==> config.mk <==
export PLATFORM = sky130hd
export DESIGN_NAME = lru_key_cache
export DESIGN_NICKNAME = d
export VERILOG_FILES = /design/src/hdl/lkc_pkg.sv /design/src/hdl/lkc_cell.sv /design/src/hdl/lkc_ctrl.sv /design/src/hdl/lru_key_cache.sv
export SDC_FILE = /design/constraint.sdc
export NUM_CORES = 1
export LEC_CHECK = 0
export ABC_AREA = 1
export BUFFER_PORTS_ARGS = -buffer_cell sky130_fd_sc_hd__clkbuf_2
export CORE_ASPECT_RATIO = 2
export CORE_MARGIN = 2
export CORE_UTILIZATION = 65
export DETAILED_ROUTE_END_ITERATION = 16
export PLACE_DENSITY = 0.82
export SYNTH_ARGS = -nofsm -noshare
export SYNTH_HDL_FRONTEND = slang
export SYNTH_SLANG_ARGS = --single-unit
export TNS_END_PERCENT = 10
==> constraint.sdc <==
create_clock -name i_clk -period 5.86 [get_ports i_clk]
set_input_delay 0.293 -clock i_clk [delete_from_list [all_inputs] [get_ports i_clk]]
set_output_delay 0.293 -clock i_clk [all_outputs]
set_load 0.01 [all_outputs]
==> src/hdl/lkc_pkg.sv <==
// Shared types and constants for the LRU key cache.
package lkc_pkg;

    localparam int KEY_W     = 32;
    localparam int STAMP_W   = 32;
    localparam int SLOT_W    = 2;
    localparam int ENTRIES_D = 4;

    localparam logic [STAMP_W-1:0] STAMP_MAX = '1;

    // Request kinds.
    localparam logic KIND_INSERT = 1'b0;
    localparam logic KIND_GET    = 1'b1;

    // Controller states.
    typedef enum logic {
        ST_IDLE,
        ST_SWEEP
    } t_state;

    // Lookup record that walks down the row of cells, one cell per cycle.
    typedef struct packed {
        logic               valid;
        logic               found;
        logic [KEY_W-1:0]   key;
        logic [STAMP_W-1:0] min_stamp;
    } t_sweep;

    // Write-back command broadcast to every cell.
    typedef struct packed {
        logic               en;
        logic               set_key;
        logic [KEY_W-1:0]   key;
        logic [STAMP_W-1:0] stamp;
    } t_wr;

endpackage

==> src/hdl/lkc_cell.sv <==
// One cache entry: holds a key and its timestamp and updates the passing lookup record.
module lkc_cell #(
    parameter int IDX_W    = 2,
    parameter int CELL_IDX = 0
) (
    input  logic              i_clk,
    input  logic              i_rst_n,
    input  lkc_pkg::t_sweep   i_sweep,
    input  logic [IDX_W-1:0]  i_hit_idx,
    input  logic [IDX_W-1:0]  i_victim_idx,
    input  lkc_pkg::t_wr      i_wr,
    input  logic [IDX_W-1:0]  i_wr_idx,
    output lkc_pkg::t_sweep   o_sweep,
    output logic [IDX_W-1:0]  o_hit_idx,
    output logic [IDX_W-1:0]  o_victim_idx
);

    localparam logic [IDX_W-1:0] MY_IDX = IDX_W'(CELL_IDX);

    logic [lkc_pkg::KEY_W-1:0]   r_key;
    logic [lkc_pkg::STAMP_W-1:0] r_stamp;
    lkc_pkg::t_sweep             r_sweep;
    lkc_pkg::t_sweep             n_sweep;
    logic [IDX_W-1:0]            r_hit_idx;
    logic [IDX_W-1:0]            n_hit_idx;
    logic [IDX_W-1:0]            r_victim_idx;
    logic [IDX_W-1:0]            n_victim_idx;

    // Fold this entry into the record: first match wins, strict less-than keeps the lower slot.
    always_comb begin
        n_sweep      = i_sweep;
        n_hit_idx    = i_hit_idx;
        n_victim_idx = i_victim_idx;
        if (!i_sweep.found && (r_key == i_sweep.key)) begin
            n_sweep.found = 1'b1;
            n_hit_idx     = MY_IDX;
        end
        if ((CELL_IDX == 0) || (r_stamp < i_sweep.min_stamp)) begin
            n_sweep.min_stamp = r_stamp;
            n_victim_idx      = MY_IDX;
        end
    end

    // Hand the record to the next cell.
    always_ff @(posedge i_clk) begin
        if (!i_rst_n) begin
            r_sweep.valid <= 1'b0;
        end else begin
            r_sweep.valid <= i_sweep.valid;
        end
        r_sweep.found     <= n_sweep.found;
        r_sweep.key       <= n_sweep.key;
        r_sweep.min_stamp <= n_sweep.min_stamp;
        r_hit_idx         <= n_hit_idx;
        r_victim_idx      <= n_victim_idx;
    end

    // Entry storage with write-back from the controller.
    always_ff @(posedge i_clk) begin
        if (!i_rst_n) begin
            r_key   <= '0;
            r_stamp <= '0;
        end else if (i_wr.en && (i_wr_idx == MY_IDX)) begin
            r_stamp <= i_wr.stamp;
            if (i_wr.set_key) begin
                r_key <= i_wr.key;
            end
        end
    end

    assign o_sweep      = r_sweep;
    assign o_hit_idx    = r_hit_idx;
    assign o_victim_idx = r_victim_idx;

endmodule

==> src/hdl/lkc_ctrl.sv <==
// Request control: time counter, sweep launch, write-back and result strobe.
module lkc_ctrl #(
    parameter int IDX_W = 2
) (
    input  logic                        i_clk,
    input  logic                        i_rst_n,
    input  logic                        start,
    output logic                        busy,
    input  logic                        i_kind,
    input  logic [lkc_pkg::KEY_W-1:0]   i_key,
    output lkc_pkg::t_sweep             o_head,
    output logic [IDX_W-1:0]            o_head_idx,
    input  lkc_pkg::t_sweep             i_tail,
    input  logic [IDX_W-1:0]            i_tail_hit_idx,
    input  logic [IDX_W-1:0]            i_tail_victim_idx,
    output lkc_pkg::t_wr                o_wr,
    output logic [IDX_W-1:0]            o_wr_idx,
    output logic                        o_valid,
    output logic                        o_hit,
    output logic [lkc_pkg::SLOT_W-1:0]  o_slot
);

    lkc_pkg::t_state               r_state;
    lkc_pkg::t_state               n_state;
    logic [lkc_pkg::STAMP_W-1:0]   r_time;
    logic [lkc_pkg::STAMP_W-1:0]   n_time;
    logic                          r_kind;
    logic                          n_kind;
    logic                          r_valid;
    logic                          r_hit;
    logic [lkc_pkg::SLOT_W-1:0]    r_slot;
    logic [lkc_pkg::SLOT_W-1:0]    n_slot;
    logic                          accept;

    assign accept = start && (r_state == lkc_pkg::ST_IDLE);
    assign busy   = (r_state != lkc_pkg::ST_IDLE);

    // Next state, request launch and write-back decision.
    always_comb begin
        n_state = r_state;
        n_time  = r_time;
        n_kind  = r_kind;

        o_head.valid     = accept;
        o_head.found     = 1'b0;
        o_head.key       = i_key;
        o_head.min_stamp = lkc_pkg::STAMP_MAX;
        o_head_idx       = '0;

        o_wr.en      = 1'b0;
        o_wr.set_key = !i_tail.found;
        o_wr.key     = i_tail.key;
        o_wr.stamp   = r_time;
        o_wr_idx     = i_tail.found ? i_tail_hit_idx : i_tail_victim_idx;
        n_slot       = '0;

        case (r_state)
            lkc_pkg::ST_IDLE: begin
                if (start) begin
                    n_state = lkc_pkg::ST_SWEEP;
                    n_kind  = i_kind;
                    if (r_time != lkc_pkg::STAMP_MAX) begin
                        n_time = r_time + 1'b1;
                    end
                end
            end
            lkc_pkg::ST_SWEEP: begin
                if (i_tail.valid) begin
                    n_state = lkc_pkg::ST_IDLE;
                    o_wr.en = i_tail.found || (r_kind == lkc_pkg::KIND_INSERT);
                end
            end
            default: begin
                n_state = lkc_pkg::ST_IDLE;
            end
        endcase

        // A get that misses reports slot zero.
        if (i_tail.found) begin
            n_slot = lkc_pkg::SLOT_W'(i_tail_hit_idx);
        end else if (r_kind == lkc_pkg::KIND_INSERT) begin
            n_slot = lkc_pkg::SLOT_W'(i_tail_victim_idx);
        end
    end

    // State, time counter and request kind.
    always_ff @(posedge i_clk) begin
        if (!i_rst_n) begin
            r_state <= lkc_pkg::ST_IDLE;
            r_time  <= '0;
        end else begin
            r_state <= n_state;
            r_time  <= n_time;
        end
        r_kind <= n_kind;
    end

    // Result register, strobed for one cycle.
    always_ff @(posedge i_clk) begin
        if (!i_rst_n) begin
            r_valid <= 1'b0;
        end else begin
            r_valid <= (r_state == lkc_pkg::ST_SWEEP) && i_tail.valid;
        end
        r_hit  <= i_tail.found;
        r_slot <= n_slot;
    end

    assign o_valid = r_valid;
    assign o_hit   = r_hit;
    assign o_slot  = r_slot;

`ifndef ASSERT_OFF
    // The record leaves the row only while a request is in flight.
    a_tail_in_sweep: assert property (@(posedge i_clk) disable iff (!i_rst_n)
        i_tail.valid |-> (r_state == lkc_pkg::ST_SWEEP))
        else $error("lookup record left the cell row while idle");

    // An accepted request makes the block busy next cycle.
    a_accept_busy: assert property (@(posedge i_clk) disable iff (!i_rst_n)
        accept |=> busy)
        else $error("accepted request did not raise busy");

    // The end of the sweep produces exactly one result strobe and frees the block.
    a_tail_result: assert property (@(posedge i_clk) disable iff (!i_rst_n)
        (i_tail.valid && (r_state == lkc_pkg::ST_SWEEP)) |=> (o_valid && !busy))
        else $error("sweep end did not produce a result");

    // The time counter never moves backward.
    a_time_mono: assert property (@(posedge i_clk) disable iff (!i_rst_n)
        $past(i_rst_n) |-> (r_time >= $past(r_time)))
        else $error("time counter decreased");
`endif

endmodule

==> src/hdl/lru_key_cache.sv <==
// A request accepted while idle is carried by the lookup record through the row of entry cells,
// one cell per cycle, and then through the result register to the result strobe.
// No new request is taken until after the write-back at the end of the row; busy stays high until then.
// The result strobe lasts one cycle and the receiver cannot stall it.
// Synchronous active-low reset clears every entry to key 0, stamp 0, and the time counter to 0.
module lru_key_cache #(
    parameter int ENTRIES = lkc_pkg::ENTRIES_D
) (
    input  logic                        i_clk,
    input  logic                        i_rst_n,
    input  logic                        start,
    output logic                        busy,
    input  logic                        i_kind,
    input  logic signed [31:0]          i_key,
    output logic                        o_valid,
    output logic                        o_hit,
    output logic [lkc_pkg::SLOT_W-1:0]  o_slot
);

    localparam int IDX_W = (ENTRIES > 1) ? $clog2(ENTRIES) : 1;

    lkc_pkg::t_sweep     sweep     [ENTRIES+1];
    logic [IDX_W-1:0]    hit_idx   [ENTRIES+1];
    logic [IDX_W-1:0]    vic_idx   [ENTRIES+1];
    lkc_pkg::t_wr        wr;
    logic [IDX_W-1:0]    wr_idx;

    // Controller launches requests into the head of the row and reads the tail.
    lkc_ctrl #(
        .IDX_W (IDX_W)
    ) u_ctrl (
        .i_clk             (i_clk),
        .i_rst_n           (i_rst_n),
        .start             (start),
        .busy              (busy),
        .i_kind            (i_kind),
        .i_key             (i_key),
        .o_head            (sweep[0]),
        .o_head_idx        (hit_idx[0]),
        .i_tail            (sweep[ENTRIES]),
        .i_tail_hit_idx    (hit_idx[ENTRIES]),
        .i_tail_victim_idx (vic_idx[ENTRIES]),
        .o_wr              (wr),
        .o_wr_idx          (wr_idx),
        .o_valid           (o_valid),
        .o_hit             (o_hit),
        .o_slot            (o_slot)
    );

    assign vic_idx[0] = hit_idx[0];

    // Row of entry cells.
    for (genvar g = 0; g < ENTRIES; g++) begin : g_cell
        lkc_cell #(
            .IDX_W    (IDX_W),
            .CELL_IDX (g)
        ) u_cell (
            .i_clk        (i_clk),
            .i_rst_n      (i_rst_n),
            .i_sweep      (sweep[g]),
            .i_hit_idx    (hit_idx[g]),
            .i_victim_idx (vic_idx[g]),
            .i_wr         (wr),
            .i_wr_idx     (wr_idx),
            .o_sweep      (sweep[g+1]),
            .o_hit_idx    (hit_idx[g+1]),
            .o_victim_idx (vic_idx[g+1])
        );
    end

endmodule

# Yosys cells after proc, flatten, opt, wreduce, memory -nomap -nowiden
# Cells that the tools add are included.
[word_totals] register_bits=536 elab_cells=83
[classes] n_eq_ne=8 order_cmp=3 addsub=1 n_mux=13 n_reduce_logical=20 n_bitwise=3
[op_table] operator="$eq A32 B32 Y1" count=4
[op_table] operator="$lt A32 B32 Y1" count=3
[op_table] operator="$mux W32" count=2
[op_table] operator="$add A32 B1 Y32 const B" count=1
[op_table] operator="$ne A32 B32 Y1 const B" count=1
[op_table] operator="$reduce_and A2 Y1" count=5
[op_table] operator="$logic_and A1 B1 Y1" count=9
[op_table] operator="$mux W1" count=7
[op_table] operator="$mux W2" count=3
[op_table] operator="$eq A2 B2 Y1 const B" count=2
[op_table] operator="$logic_not A1 Y1" count=3
[op_table] operator="$not A1 Y1" count=3
[op_table] operator="$reduce_and A3 Y1" count=1
[op_table] operator="$eq A2 B1 Y1 const B" count=1
[op_table] operator="$logic_not A2 Y1" count=1
[op_table] operator="$pmux W1 S2" count=1
[op_table] operator="$logic_or A1 B1 Y1" count=1

# Logic depth before layout (Yosys ltp)
[logic_depth] ltp_word=6 depth_mapped=15 ltp_nobuf=14

# Hierarchy
# From an unflattened synthesis, not the netlist that was laid out.
[hier_totals] cells_unflattened=3057 area_unflattened_um2=24443.4
[modules_own_cells] module="lkc_cell (g_cell[1].u_cell ...)" area_each_um2=5845.6 n_inst=2 seq_area_each_um2=2682.6 cells_each=734
[modules_own_cells] module="lkc_cell (g_cell[3].u_cell)" area_each_um2=5596.6 n_inst=1 seq_area_each_um2=2682.6 cells_each=664
[modules_own_cells] module="lkc_cell (g_cell[0].u_cell)" area_each_um2=4222.8 n_inst=1 seq_area_each_um2=2642.5 cells_each=475
[modules_own_cells] module="lkc_ctrl" area_each_um2=2932.8 n_inst=1 seq_area_each_um2=770.7 cells_each=450

# Worst setup path before layout
# Ideal clock, no wire load.
[synth_path] path_type="register to register" startpoint="register g_cell[0].u_cell.r_sweep, in the netlist g_cell[0].u_cell.o_sweep[29]" endpoint="register g_cell[1].u_cell.r_sweep, in the netlist g_cell[1].u_cell.o_sweep[10]" stages_incl_launch_ff=12 required_time_ns=5.747 arrival_ns=1.720 path_slack_ns=4.027 synth_period_minus_slack_ns=1.833 path_cell_list="dfxtp_1 -> inv_1 -> ha_1 -> a21oi_1 -> nor2_1 -> nor2_1 -> nand3_1 -> a21oi_1 -> nand2_1 -> clkbuf_1 -> nand2_1 -> nand2_1"
[synth_lines] item="from (decl)" line="lkc_cell.sv:22" text="lkc_pkg::t_sweep r_sweep;"
[synth_lines] item="to (decl)" line="lkc_cell.sv:22"

==> results.toml <==
[clock_tree]
clock-sinks = 536
clk_latency_ps = 570
hold_buffers = 33
htree_levels = 2
clkTransAtPathRegs_ps = 70
cts_max_path_buffers = 3
cts_resized = 0
cts_tree = "done"
numCtsBuffers = 43
root_buffer = "clkbuf_16"
cts_setup_buffers = 0

[timing]
max_freq_ghz = 0.324
rsz0062_at_grt = "false"
min_period_over_period_pct = 52.6
worstMarginPinSlew_ps = 1180
finalSetupTns_ps = 0
slew-limit-headroom_pct = 21.4
slew_viol_final = 0
skew_ps = 27.9
setup_viol = 0
layout_min_cycle_time_ps = 3080
hold_violations = 0

[setup_path]
critPathMaxFanout = 33
worst-setup-path-type = "reg -> reg"
rr_worst_depth = 13
end_kind = "register"
arrival_ps = 3530
cp-start-kind = "register"
worstPathRequired_ps = 6310

[global_routing]
grt.total_usage_pct = 31.7
grt_max_degree = 120
grt_overflow = 0
grt_pass1_wl_mm = 85.9
antenna_found_initial = 0
grt_pass1_vias = 17500

[logic_synthesis]
synth.area.top_cells = "dfxtp_1 (50%), nand2_1 (8.7%), o21ai_0 (6.1%), a21oi_1 (5.7%), ha_1 (5.5%)"
ys.flop_type = "dfxtp_1"
async_reset_ff_share_pct = 0
synth_top_area_share_pct = 50.5
synth_cell_types = 42
ys_seq_elements = 536
yosys.area.top_type = "dfxtp_1"
synth_commonest_cells = "dfxtp_1 (535), nand2_1 (494), nor2_1 (289)"
syn_nets = 2789
synth_warnings = 0
syn_area_per_cell_um2 = 7.98
yosysMostFrequentCell = "dfxtp_1"
synth_area_um2 = 21200
ys_seq_area_share_pct = 50.6
syn_inst = 2659
synth_edf_count = 1

[die]
die_h_um = 259
rows = 93
die_x_um = 132
dieArea_um2 = 34200
start_util_pct = 65.8
coreArea_um2 = 32200
num_io_pins = 41

[power_and_ir_drop]
p_leak_nw = 9.81
max-vdd-ir-drop_uv = 326
p_per_area_nw_per_um2 = 301

[layout]
drive_above_1_share_pct = 6.83
seqCellArea_um2 = 10700
final_cells = 3136
synthToLayoutAreaGrowth_pct = 10.0
multiInputGateArea_um2 = 8940
antenna_cells = 0
final_net_count = 2805
fillCellCount = 2521

[run_status]
outcome = "complete, no violations"

[route]
viasPerCell = 5.58
drt_iter0_drc = 990
drt-total-wl_mm = 54.5
ant_nets = 0
dr.pass1.iters = 5
drcViolationCount = 0
dr_total_vias = 17500
wire_per_inst_um = 17.4

[placement]
place_inst = 3024
portBuffers = 40
dp_hpwl_mm = 39.1
place_congestion = 0.944

[min_path]
hold_class = "in -> reg"
hold_depth = 3

[flow_run]
max_cap_viol_count = 0
[power breakdown]
| group | switching, mW | internal (mW) |
|---|---|---|
| clock network | 1.30 | 1.67 |
| registers | 0.0498 | 3.71 |
| logic | 0.211 | 0.0918 |
| total | 1.56 | 5.48 |
[cell type report]
cell class / instances / share of cell area, %
inverter: 265 / 4.26
tap: 427 / 2.29
clock inverter: 13 / 0.675
clock buffer: 66 / 5.58
multi-input combinational: 1737 / 38.3
timing repair buffer: 92 / 2.89
sequential: 536 / 46.0
[layer usage]
metal / track usage [%] / part of all wire, %
met1: 30.0 / 34
met2: 60.1 / 53
met3: 3.24 / 3.9
met4: 27.7 / 9.5
met5: 0 / 0
[cells by family after synthesis]
family | count (synthesis) | share of synthesized area (%)
AND/OR/NAND/NOR | 1046 | 20.9
adder cells (fa/ha/maj) | 94 | 5.54
XOR/XNOR | 66 | 2.72
AO/OA/AOI/OAI | 531 | 12.9
flip-flops | 536 | 50.6
buffers and inverters | 386 | 7.32
[state kept, by name, summed over array words and instances, names as in the netlist, 2 cells and up]
name and count:
u_ctrl.r_time 32, u_ctrl.o_slot 2, g_cell.u_cell.r_key 128, g_cell.u_cell.r_stamp 128
g_cell.u_cell.o_hit_idx 5, g_cell.u_cell.o_sweep 232, g_cell.u_cell.o_victim_idx 5
[stage by stage]
step	power (mW)	util [%]	worst slack [ps]	hold slack (ps)	area, um2
floorplan	4.01	-	4030	321	21200
global placement	4.11	66.9	2890	331	21600
detailed placement	4.12	66.9	2790	332	21600
CTS	7.06	72.4	2790	60.9	23300
global route	7.22	72.4	2490	82.0	23300
finish	7.04	72.4	2780	65.7	23300
[layout by cell type (no fill, tap or decap), types with 30 or more instances in the layout]
cell type        n
or2_2           30
a21oi_1        239
clkbuf_16       44
nand4_1         34
nand3_1        140
inv_1          260
o21ai_0        259
nor2_1         287
xnor2_1         45
nand2_1        494
clkbuf_2        39
ha_1            94
dfxtp_1        535
dlygate4sd3_1   33
[final timing paths]
kind / startpoint / slack (ps) / end
max: g_cell[0].u_cell.o_sweep[5] / 2780 / g_cell[1].u_cell.o_sweep[18]
min: start / 70 / u_ctrl.busy
max reg2reg: g_cell[0].u_cell.o_sweep[5] / 2780 / g_cell[1].u_cell.o_sweep[18]
min reg2reg: g_cell[0].u_cell.r_stamp[5] / 350 / g_cell[0].u_cell.o_sweep[5]
[worst max-delay path: stages, from the launching register on]
cell     delay (ps)
dfxtp_1         330
inv_1            50
ha_1            300
a21oi_1         150
nor2_1           60
nor3_1          130
nand2_1         100
nand2_1          80
nand2_1         180
nand2_1         130
buf_4           340
nand2_1         760
nand2_1         280
nand2_1          80
Power figures use the tool's default switching activity.
